===== src/rtl/core/tdu_pkg.sv =====
package tdu_pkg;

  typedef enum logic [2:0] {
    CMD_TICK  = 3'd0,
    CMD_EDGE  = 3'd1,
    CMD_PUT   = 3'd2,
    CMD_GET   = 3'd3,
    CMD_FLUSH = 3'd4
  } cmd_t;

  localparam int RING_DEPTH = 16;
  localparam int RING_IDX_W = (RING_DEPTH > 1) ? $clog2(RING_DEPTH) : 1;

  localparam int FRAME_BITS = 10;
  localparam int DATA_BITS  = 8;
  localparam int TX_CNT_W   = $clog2(FRAME_BITS + 1);
  localparam int RX_CNT_W   = 4;

  typedef logic [RING_IDX_W-1:0] ring_idx_t;

  function automatic ring_idx_t ring_inc(input ring_idx_t idx);
    ring_idx_t r;
    if (idx == ring_idx_t'(RING_DEPTH - 1)) begin
      r = '0;
    end else begin
      r = idx + ring_idx_t'(1);
    end
    return r;
  endfunction

endpackage


===== src/rtl/core/tick_driven_uart_with_rx_ring.sv =====
// 8N1 UART stepped by request items: a baud tick, a start edge, a put, a get or a ring
// flush. Every request yields exactly one result, registered, in the cycle after it is
// accepted; a new request is taken every cycle unless the result register is full and
// stalled. The transmitter shifts its 10-bit frame out one bit per tick. The receiver
// arms on a start edge, starts on the next tick, samples 8 data bits on the following
// ticks (LSB first) and writes the byte into a 16-entry ring on one more tick; the stop
// bit is not checked and the ring overwrites when it wraps. The ring is a single
// synchronous RAM with one write port (receive) and one registered read port (get).
// rx_enable may only be written while no request is in flight.
module tick_driven_uart_with_rx_ring (
  input  logic       clk,
  input  logic       rst,
  input  logic       rx_enable_we,
  input  logic       rx_enable_wdata,
  input  logic       in_valid,
  output logic       in_stall,
  input  logic [2:0] cmd,
  input  logic       rx_line,
  input  logic [7:0] tx_byte,
  output logic       out_valid,
  input  logic       out_stall,
  output logic       tx_line,
  output logic       tx_busy,
  output logic       put_accepted,
  output logic [7:0] rx_data,
  output logic       rx_data_valid,
  output logic       data_available
);
  import tdu_pkg::*;

  logic                  rx_enable;
  logic [FRAME_BITS-1:0] tx_shift, tx_shift_next;
  logic [TX_CNT_W-1:0]   tx_bits_left, tx_bits_left_next;
  logic                  tx_active, tx_active_next;
  logic                  tx_level, tx_level_next;
  logic                  edge_pending, edge_pending_next;
  logic                  edge_enabled, edge_enabled_next;
  logic                  rx_active, rx_active_next;
  logic                  rx_wait_stop, rx_wait_stop_next;
  logic [DATA_BITS-1:0]  rx_shift, rx_shift_next;
  logic [RX_CNT_W-1:0]   rx_bits_left, rx_bits_left_next;
  ring_idx_t             write_index, write_index_next;
  ring_idx_t             read_index, read_index_next;

  logic [7:0] ring [RING_DEPTH];
  logic [7:0] ring_q;
  logic       ring_we, ring_re;

  logic accept, accepted, got;
  logic res_put, res_valid;

  assign in_stall = out_valid && out_stall;
  assign accept   = in_valid && !in_stall;

  always_comb begin
    tx_shift_next     = tx_shift;
    tx_bits_left_next = tx_bits_left;
    tx_active_next    = tx_active;
    tx_level_next     = tx_level;
    edge_pending_next = edge_pending;
    edge_enabled_next = edge_enabled;
    rx_active_next    = rx_active;
    rx_wait_stop_next = rx_wait_stop;
    rx_shift_next     = rx_shift;
    rx_bits_left_next = rx_bits_left;
    write_index_next  = write_index;
    read_index_next   = read_index;
    ring_we  = 1'b0;
    ring_re  = 1'b0;
    accepted = 1'b0;
    got      = 1'b0;
    unique case (cmd)
      CMD_TICK: begin
        if (tx_active) begin
          tx_level_next     = tx_shift[0];
          tx_shift_next     = tx_shift >> 1;
          tx_bits_left_next = tx_bits_left - TX_CNT_W'(1);
          if (tx_bits_left == TX_CNT_W'(1)) begin
            tx_active_next = 1'b0;
          end
        end
        if (rx_enable) begin
          if (rx_wait_stop) begin
            edge_pending_next = 1'b0;
            edge_enabled_next = 1'b1;
            rx_wait_stop_next = 1'b0;
            rx_active_next    = 1'b0;
            ring_we           = 1'b1;
            write_index_next  = ring_inc(write_index);
          end else if (!rx_active) begin
            if (edge_pending) begin
              rx_active_next    = 1'b1;
              rx_shift_next     = '0;
              rx_bits_left_next = RX_CNT_W'(DATA_BITS);
            end
          end else begin
            // bits arrive LSB first: shift in at the top
            rx_shift_next     = {rx_line, rx_shift[DATA_BITS-1:1]};
            rx_bits_left_next = rx_bits_left - RX_CNT_W'(1);
            if (rx_bits_left == RX_CNT_W'(1)) begin
              rx_wait_stop_next = 1'b1;
            end
          end
        end
      end
      CMD_EDGE: begin
        if (edge_enabled) begin
          edge_pending_next = 1'b1;
          edge_enabled_next = 1'b0;
        end
      end
      CMD_PUT: begin
        if (!tx_active) begin
          tx_bits_left_next = TX_CNT_W'(FRAME_BITS);
          tx_shift_next     = {1'b1, tx_byte, 1'b0};
          tx_active_next    = 1'b1;
          accepted          = 1'b1;
        end
      end
      CMD_GET: begin
        if (read_index != write_index) begin
          ring_re         = 1'b1;
          got             = 1'b1;
          read_index_next = ring_inc(read_index);
        end
      end
      CMD_FLUSH: begin
        write_index_next = '0;
        read_index_next  = '0;
      end
      default: begin
      end
    endcase
  end

  always_ff @(posedge clk) begin
    if (rst) begin
      rx_enable <= 1'b1;
    end else if (rx_enable_we) begin
      rx_enable <= rx_enable_wdata;
    end
  end

  always_ff @(posedge clk) begin
    if (rst) begin
      tx_shift     <= '0;
      tx_bits_left <= '0;
      tx_active    <= 1'b0;
      tx_level     <= 1'b1;
      edge_pending <= 1'b0;
      edge_enabled <= 1'b1;
      rx_active    <= 1'b0;
      rx_wait_stop <= 1'b0;
      rx_shift     <= '0;
      rx_bits_left <= '0;
      write_index  <= '0;
      read_index   <= '0;
    end else if (accept) begin
      tx_shift     <= tx_shift_next;
      tx_bits_left <= tx_bits_left_next;
      tx_active    <= tx_active_next;
      tx_level     <= tx_level_next;
      edge_pending <= edge_pending_next;
      edge_enabled <= edge_enabled_next;
      rx_active    <= rx_active_next;
      rx_wait_stop <= rx_wait_stop_next;
      rx_shift     <= rx_shift_next;
      rx_bits_left <= rx_bits_left_next;
      write_index  <= write_index_next;
      read_index   <= read_index_next;
    end
  end

  // ring RAM; the read register only loads on an accepted get, so it holds under stall
  always_ff @(posedge clk) begin
    if (accept && ring_we) begin
      ring[write_index] <= rx_shift;
    end
    if (accept && ring_re) begin
      ring_q <= ring[read_index];
    end
  end

  always_ff @(posedge clk) begin
    if (rst) begin
      out_valid <= 1'b0;
    end else if (!in_stall) begin
      out_valid <= in_valid;
    end
  end

  always_ff @(posedge clk) begin
    if (accept) begin
      tx_line        <= tx_level_next;
      tx_busy        <= tx_active_next;
      res_put        <= accepted;
      res_valid      <= got;
      data_available <= (read_index_next != write_index_next);
    end
  end

  assign put_accepted  = res_put;
  assign rx_data_valid = res_valid;
  assign rx_data       = res_valid ? ring_q : 8'h00;

  a_tx_count: assert property (@(posedge clk) disable iff (rst)
    tx_active |-> (tx_bits_left != '0))
    else $error("transmitter active with no bits left");

  a_rx_stop: assert property (@(posedge clk) disable iff (rst)
    rx_wait_stop |-> (rx_active && rx_bits_left == '0))
    else $error("stop phase outside a receive");

  a_edge_arm: assert property (@(posedge clk) disable iff (rst)
    !(edge_pending && edge_enabled))
    else $error("edge pending while edge detect enabled");

  a_put_load: assert property (@(posedge clk) disable iff (rst)
    (accept && cmd == CMD_PUT && !tx_active)
      |=> (tx_active && tx_bits_left == TX_CNT_W'(FRAME_BITS) && put_accepted))
    else $error("put did not load frame");

endmodule


===== config.mk =====
export PLATFORM = sky130hd
export DESIGN_NAME = tick_driven_uart_with_rx_ring
export DESIGN_NICKNAME = d
export VERILOG_FILES = /design/src/rtl/core/tdu_pkg.sv /design/src/rtl/core/tick_driven_uart_with_rx_ring.sv
export SDC_FILE = /design/constraint.sdc
export NUM_CORES = 1
export LEC_CHECK = 0
export ABC_AREA = 0
export BUFFER_PORTS_ARGS = -buffer_cell sky130_fd_sc_hd__buf_2
export CAP_MARGIN = 20
export CORE_MARGIN = 10
export CORE_UTILIZATION = 38
export CTS_BUF_LIST = sky130_fd_sc_hd__clkbuf_4
export CTS_CLUSTER_DIAMETER = 200
export DETAILED_ROUTE_END_ITERATION = 8
export GPL_ROUTABILITY_DRIVEN = 0
export SLEW_MARGIN = 20
export SYNTH_ARGS = -nofsm -noshare
export SYNTH_HDL_FRONTEND = slang
export SYNTH_SLANG_ARGS = --single-unit

===== constraint.sdc =====
create_clock -name clk -period 7.4 [get_ports clk]
set_clock_uncertainty 0.05 [all_clocks]
set_input_delay 1.48 -clock clk [delete_from_list [all_inputs] [get_ports clk]]
set_output_delay 1.48 -clock clk [all_outputs]
set_load 0.005 [all_outputs]

==> metrics.md, run 1 <==
| Metric | Value |
|---|---|
| Vias in the first global route | between 4,000 and 5,000 |
| Critical path's largest stage delay | 0.60 ns |
| Slowest stage cell, crit path | nor2_1 |
| Synth cell types | between 50 and 60 |
| # IOs | 33 |
| Commonest non-fill, non-tap cell in the layout | edfxtp_1 |
| Combinational Power Share | 0.045 |
| RSZ-0062 raised after global routing | false |
| Start point of the critical path | out_stall |
| Syn avg cell area | 15.1 um^2 |
| Top_reg_cell synth | edfxtp_1 |
| Met3 GRT Util | 0.0328 |
| Fillers | 1,762 |
| Worst relative slew slack | 0.410 |
| Fin. Hold Viols | 0 |
| Reg clk slew, reported paths | roughly 0.15 ns |
| Synth top area cells | edfxtp_1 56%, mux4_2 12%, dfxtp_1 11%, nand2_1 2.6%, nor2_1 1.9% |
| Largest net degree at the start of global routing | 43 |
| Placed insts | 773 |
| Critical path class | in2reg |
| GRT Total Usage | 0.116 |
| Share of cells above drive strength 1 | 0.220 |
| Port bufs | 32 |
| Clk Latency, worst-skew pair | 0.56 ns |
| Clock power frac | 0.356 |
| Flop pwr share | 0.598 |
| WL/cell | 18.2 um |
| Final setup TNS | 0 ns |
| Cells after synthesis | ~510 |
| First DRT Iteration DRCs | 321 |
| Status | finished, final reports clean |
| Yosys warning total | 0 |
| Die height | 162 um |
| Die X | 162 um |
| Maxcap violations | 0 |
| Final Non-Filler Cells | between 800 and 900 |
| Total wire length | 14.6 mm |
| Tmin final | ~3.6 ns |
| Power Density | 222 mW/mm^2 |
| Layout net count | 554 |
| # setup viols final | 0 |
| CTS Hold Buffers Added | 0 |
| Multi-input gate area | roughly 0.0024 mm^2 |
| Area share of the leading cell type in the synthesized netlist | 0.556 |
| Internal | 1.48 mW |
| Hold_sp | tx_shift[0] |
| Placed Area | between 0.007 and 0.008 mm^2 |
| GRT met1 Usage | 0.150 |
| Post-DRT Antenna Nets | 0 |
| Clk buf depth | 2 |
| Setup crit end kind | register |
| Post-synth EDFFs | about 140 |
| Drt drc | 0 |
| Crit-path leading delay family | simple AND/OR/NAND/NOR gates |
| Sequential fraction of the synthesis area | 0.667 |
| Die Area | 0.0261 mm^2 |
| Fin crit share | 0.493 |
| Post-cts repair resize count | 0 |
| Most frequent cells in the layout | 141 x edfxtp_1, 52 x nand2_1, 41 x dfxtp_1, 40 x mux4_2, 39 x nor2_1 |
| Final worst slack | 3.75 ns |
| CP arrival | 4.00 ns |
| Total core area | 0.0196 mm^2 |
| Clock sink count | 183 |
| Sw Pwr | approximately 370 uW |
| Worst Max-Slew Pin Slew | 0.881 ns |
| Peak VDD IR | ~100 uV |
| Setup bufs post-CTS | 0 |
| Top Usage Layer GRT | met2 |
| Max-slew violations | 0 |
| Critical path required time | 7.76 ns |
| Final HPWL DP | 9.58 mm |
| Fmax | roughly 270 MHz |
| Min-delay worst type | reg2reg |
| Syn-to-layout area delta | 9.76% |
| Starting density of the core | 0.389 |
| Num rows | 51 |
| Cts bufs inserted | 17 |
| CP startpoint kind | primary input |
| Async set or reset register ratio after synthesis | 0 |
| Yosys top cell by area | edfxtp_1 |
| Global route total overflow | 0 |
| Vias per inst | 5.20 |
| Tot Pwr | 1.85 mW |
| Bufs and invs on worst path | 2 |
| DP Worst Slack | 3.19 ns |
| Sequential cell area | 0.00508 mm^2 |
| Worst-path fanout max | 23 |
| Syn_nets | 532 |
| Initial antenna violation count | 1 |
| Crit-path cells | buf_2 > and2_1 > nand2b_1 > inv_2 > nand3_1 > nor2_1 > o21ai_1 > nand2_1 > a21oi_1 |
| M2 GR Usage | 0.186 |
| Via count | 4,194 |
| H-tree levels | 4 |
| Fin area | 0.00836 mm^2 |
| Drt pass-1 iters | 5 |
| Reg-to-reg startpoint | out_valid |
| First-pass GRT wire length | 23.7 mm |
| Switching Fraction | 0.202 |
| Root buf cell | clkbuf_4 |
| Pleak | 2.72 nW |
| CTS tree | built |
| Post-Syn Area | approximately 0.0076 mm^2 |
| Synthesized flop and latch total | about 180 |
-- worst paths after layout --
check        cells past startpoint  slack (ns)           to
max reg2reg                      8        4.46  rx_shift[3]
min                              2        0.42  tx_shift[0]
min reg2reg                      2        0.42  tx_shift[0]
max                              9        3.75  rx_shift[3]
-- cell usage after synthesis, drive strengths merged, types with 2 or more instances --
cell / count
nor3: 11
a21o: 2
clkbuf: 18
inv: 7
o21a: 2
edfxtp: 141
nand2: 52
and2: 11
a31oi: 3
nor2b: 4
nand3: 14
nand2b: 4
mux4: 40
a41oi: 2
a211o: 2
nor2: 39
mux2i: 2
dfxtp: 42
ha: 9
xnor2: 7
or3b: 2
nand3b: 4
a21oi: 27
nor4b: 3
buf: 15
nand4: 2
a311oi: 11
a211oi: 4
a22oi: 2
o21ai: 8
-- registers in the layout, indices dropped and copies added (netlist names), 4 cells and up --
signal and flops:
read_index 4, tx_bits_left 4, tx_shift 10, rx_shift 8, ring_q 8, write_index 4
rx_bits_left 4, ring 128
-- through the flow --
step	utilization	hold slack (ns)
2_1_floorplan	-	0.378
3_3_place_gp	0.407	0.395
5_1_grt	0.427	0.453
6_report	0.427	0.423
4_1_cts	0.426	0.432
3_5_place_dp	0.407	0.404
-- kinds of logic after synthesis --
logic type	Yosys count	share of synthesized area
xor gates and xnor gates	9	0.0131
and+or+nand+nor	150	0.0945
buffers and inverters	40	0.0246
DFF	183	0.667
adders and majority gates	9	0.0148
muxes	43	0.122
AOI/OAI and AO/OA	71	0.0639
-- power groups by stage --
stage | sequential (mW) | clock [mW] | combinational [mW]
3_5_place_dp | 1.13 | 0 | 0.0856
6_report | 1.11 | 0.661 | 0.0840
4_1_cts | 1.11 | 0.680 | 0.0859
3_3_place_gp | 1.13 | 0 | 0.0841
2_1_floorplan | 1.13 | 0 | 0.0684
5_1_grt | 1.11 | 0.719 | 0.0944
-- worst min-delay path, stage by stage (launching register included) --
cell     delay [ns]
dfxtp_1        0.35
nand2_1        0.05
a21oi_1        0.05
-- routing by layer --
metal	routed length [um]	vias up
met5	0	-
met2	7230	95
met4	159	0
met3	953	11
li1	-	1987
met1	6310	2101
-- area by class of cell --
cell class              instances  area share
well taps                     265      0.0397
repair buffers                 36      0.0228
clock buffers                  18      0.0162
multi-input cells             282       0.283
clock inverters                14      0.0274
inverters                       7     0.00314
diodes                          1    0.000299
flip-flops and latches        183       0.607
No activity file was read; power rests on OpenSTA's default activity.
==> run 2: changes to the inputs <==
- clock period: 7.4 -> 3.1 ns (I/O delays scaled with it)
==> run 2 against run 1 <==
Net effect:
- wire length grew 4.1%
- sequential power increased by 140%
- design area increased by 1.3%
- flip-flop and latch count stayed put
- utilization is 0.54 points higher
- die area unchanged
- largest power group unchanged
- highest routed layer unchanged
==> metrics.md, run 2 (same netlist as run 1, synthesis figures left out) <==
| Metric | Value |
|---|---|
| Setup crit end kind | register (unchanged) |
| Max-slew violations | 0 (unchanged) |
| Tmin final | around 2.4 ns |
| Combinational Power Share | 0.050 (was 0.045) |
| Clock power frac | 0.335 (was 0.356) |
| Cts bufs inserted | 17 (unchanged) |
| Sequential cell area | 0.00508 mm^2 (unchanged) |
| CTS Hold Buffers Added | 0 (unchanged) |
| Reg clk slew, reported paths | 0.15 ns (about the same) |
| Clk buf depth | 2 (unchanged) |
| Vias per inst | 5.18 (was 5.20) |
| Via count | 4,286 (was 4,194) |
| Peak VDD IR | 248 uV (was 104 uV) |
| Critical path required time | 3.42 ns (was 7.76 ns) |
| Share of cells above drive strength 1 | 0.243 (was 0.220) |
| Global route total overflow | 0 (unchanged) |
| RSZ-0062 raised after global routing | false (unchanged) |
| Layout net count | 574 (was 554) |
| Die Area | 0.0261 mm^2 (unchanged) |
| Total wire length | 15.2 mm (was 14.6 mm) |
| Vias in the first global route | 4,341 (was 4,190) |
| Worst Max-Slew Pin Slew | 0.801 ns (was 0.881 ns) |
| Root buf cell | clkbuf_4 (unchanged) |
| Reg with most FFs | ring (unchanged) |
| Worst-path fanout max | 15 (was 23) |
| Final HPWL DP | 10.0 mm (was 9.58 mm) |
| WL/cell | 18.4 um (was 18.2 um) |
| Fin. Hold Viols | 0 (unchanged) |
| Die height | 162 um (unchanged) |
| H-tree levels | 4 (unchanged) |
| Clk Latency, worst-skew pair | 0.60 ns (was 0.56 ns) |
| Power Density | 508 mW/mm^2 (was 222 mW/mm^2) |
| Drt drc | 0 (unchanged) |
| Starting density of the core | 0.389 (unchanged) |
| # IOs | 33 (unchanged) |
| Most frequent cells in the layout | 141 x edfxtp_1, 52 x nand2_1, 41 x dfxtp_1, 40 x mux4_2, 39 x nor2_1 (unchanged) |
| CP arrival | 2.76 ns (was 4.00 ns) |
| Final Non-Filler Cells | 828 (was 806) |
| Largest regs | ring: 128 flops, tx_shift: 10 flops (unchanged) |
| Fmax | a little over 400 MHz |
| Worst relative slew slack | 0.463 (was 0.410) |
| Port bufs | 32 (unchanged) |
| Maxcap violations | 0 (unchanged) |
| Post-cts repair resize count | 0 (unchanged) |
| Status | finished, final reports clean (unchanged) |
| Min-delay worst type | in2reg (was reg2reg) |
| CTS tree | built (unchanged) |
| CP startpoint kind | register (was primary input) |
| Setup bufs post-CTS | 0 (unchanged) |
| Flop pwr share | 0.615 (was 0.598) |
| Fillers | 1,773 (was 1,762) |
| Sw Pwr | 983 uW (was 374 uW) |
| Initial antenna violation count | 2 (was 1) |
| GRT Total Usage | 0.121 (was 0.116) |
| Internal | 3.31 mW (was 1.48 mW) |
| Post-DRT Antenna Nets | 0 (unchanged) |
| Fin crit share | 0.789 |
| Largest net degree at the start of global routing | 43 (unchanged) |
| # setup viols final | 0 (unchanged) |
| Clock sink count | 183 (unchanged) |
| Die X | 162 um (unchanged) |
| Commonest non-fill, non-tap cell in the layout | edfxtp_1 (unchanged) |
| Switching Fraction | 0.229 (was 0.202) |
| Drt pass-1 iters | 4 (was 5) |
| Syn-to-layout area delta | 11.2% (was 9.76%) |
| First-pass GRT wire length | 24.4 mm (was 23.7 mm) |
| Max FFs per register | 128 (unchanged) |
| Num rows | 51 (unchanged) |
| Total core area | 0.0196 mm^2 (unchanged) |
| Pleak | 2.79 nW (was 2.72 nW) |
| Multi-input gate area | 0.00235 mm^2 (was 0.00237 mm^2) |
| Critical path class | reg2reg (was in2reg) |
| First DRT Iteration DRCs | 290 (was 321) |
| Placed insts | 793 (was 773) |
| Final setup TNS | 0 ns (unchanged) |
==> run 2: power groups by stage <==
stage | combinational [mW] | clock (mW) | sequential [mW]
2_1_floorplan | 0.163 | 0 | 2.69
3_3_place_gp | 0.214 | 0 | 2.70
3_5_place_dp | 0.218 | 0 | 2.70
4_1_cts | 0.218 | 1.47 | 2.64
5_1_grt | 0.237 | 1.58 | 2.65
6_report | 0.213 | 1.44 | 2.64
==> run 2: cell type report <==
type	instances	share of cell area
antenna	3	0.000887
timing repair buffer	56	0.0417
clock buffer	17	0.0151
inverter	7	0.00310
multi-input combinational	282	0.278
clock inverter	15	0.0225
sequential	183	0.600
tap	265	0.0392
==> run 2: path summary, 6_finish.rpt <==
path                        start  slack, ns        endpoint  cells past startpoint
hold / removal    rx_enable_wdata       0.16       rx_enable                      2
setup / recovery   write_index[2]       0.65  data_available                      6
setup reg to reg   write_index[2]       0.65  data_available                      6
hold reg to reg       tx_shift[0]       0.42     tx_shift[0]                      2
==> run 2: worst max-delay path, stage by stage, from the launching register on <==
cell	delay, ns
dfxtp_1	0.75
xnor2_2	0.16
a41oi_4	0.33
mux2i_1	0.27
xnor2_1	0.14
o211ai_1	0.10
a2111o_1	0.41
==> run 2: routing by layer <==
metal	up-vias	track usage	routed length, um
li1	2026	-	-
met1	2178	0.154	6730
met2	65	0.196	7530
met3	17	0.0310	742
met4	0	0.0447	235
met5	-	0	0
==> run 2: through the flow <==
step / util / cell area [um^2] / setup WS [ns] / total power, mW / hold slack [ns]
finish: 0.432 / 8460 / 0.653 / 4.30 / 0.160
global route: 0.432 / 8460 / 0.443 / 4.46 / 0.140
CTS: 0.432 / 8460 / 0.638 / 4.34 / 0.137
detailed placement: 0.415 / 8140 / 0.354 / 2.92 / 0.397
global placement: 0.415 / 8140 / 0.414 / 2.91 / 0.393
floorplan: - / 7610 / 0.450 / 2.86 / 0.378
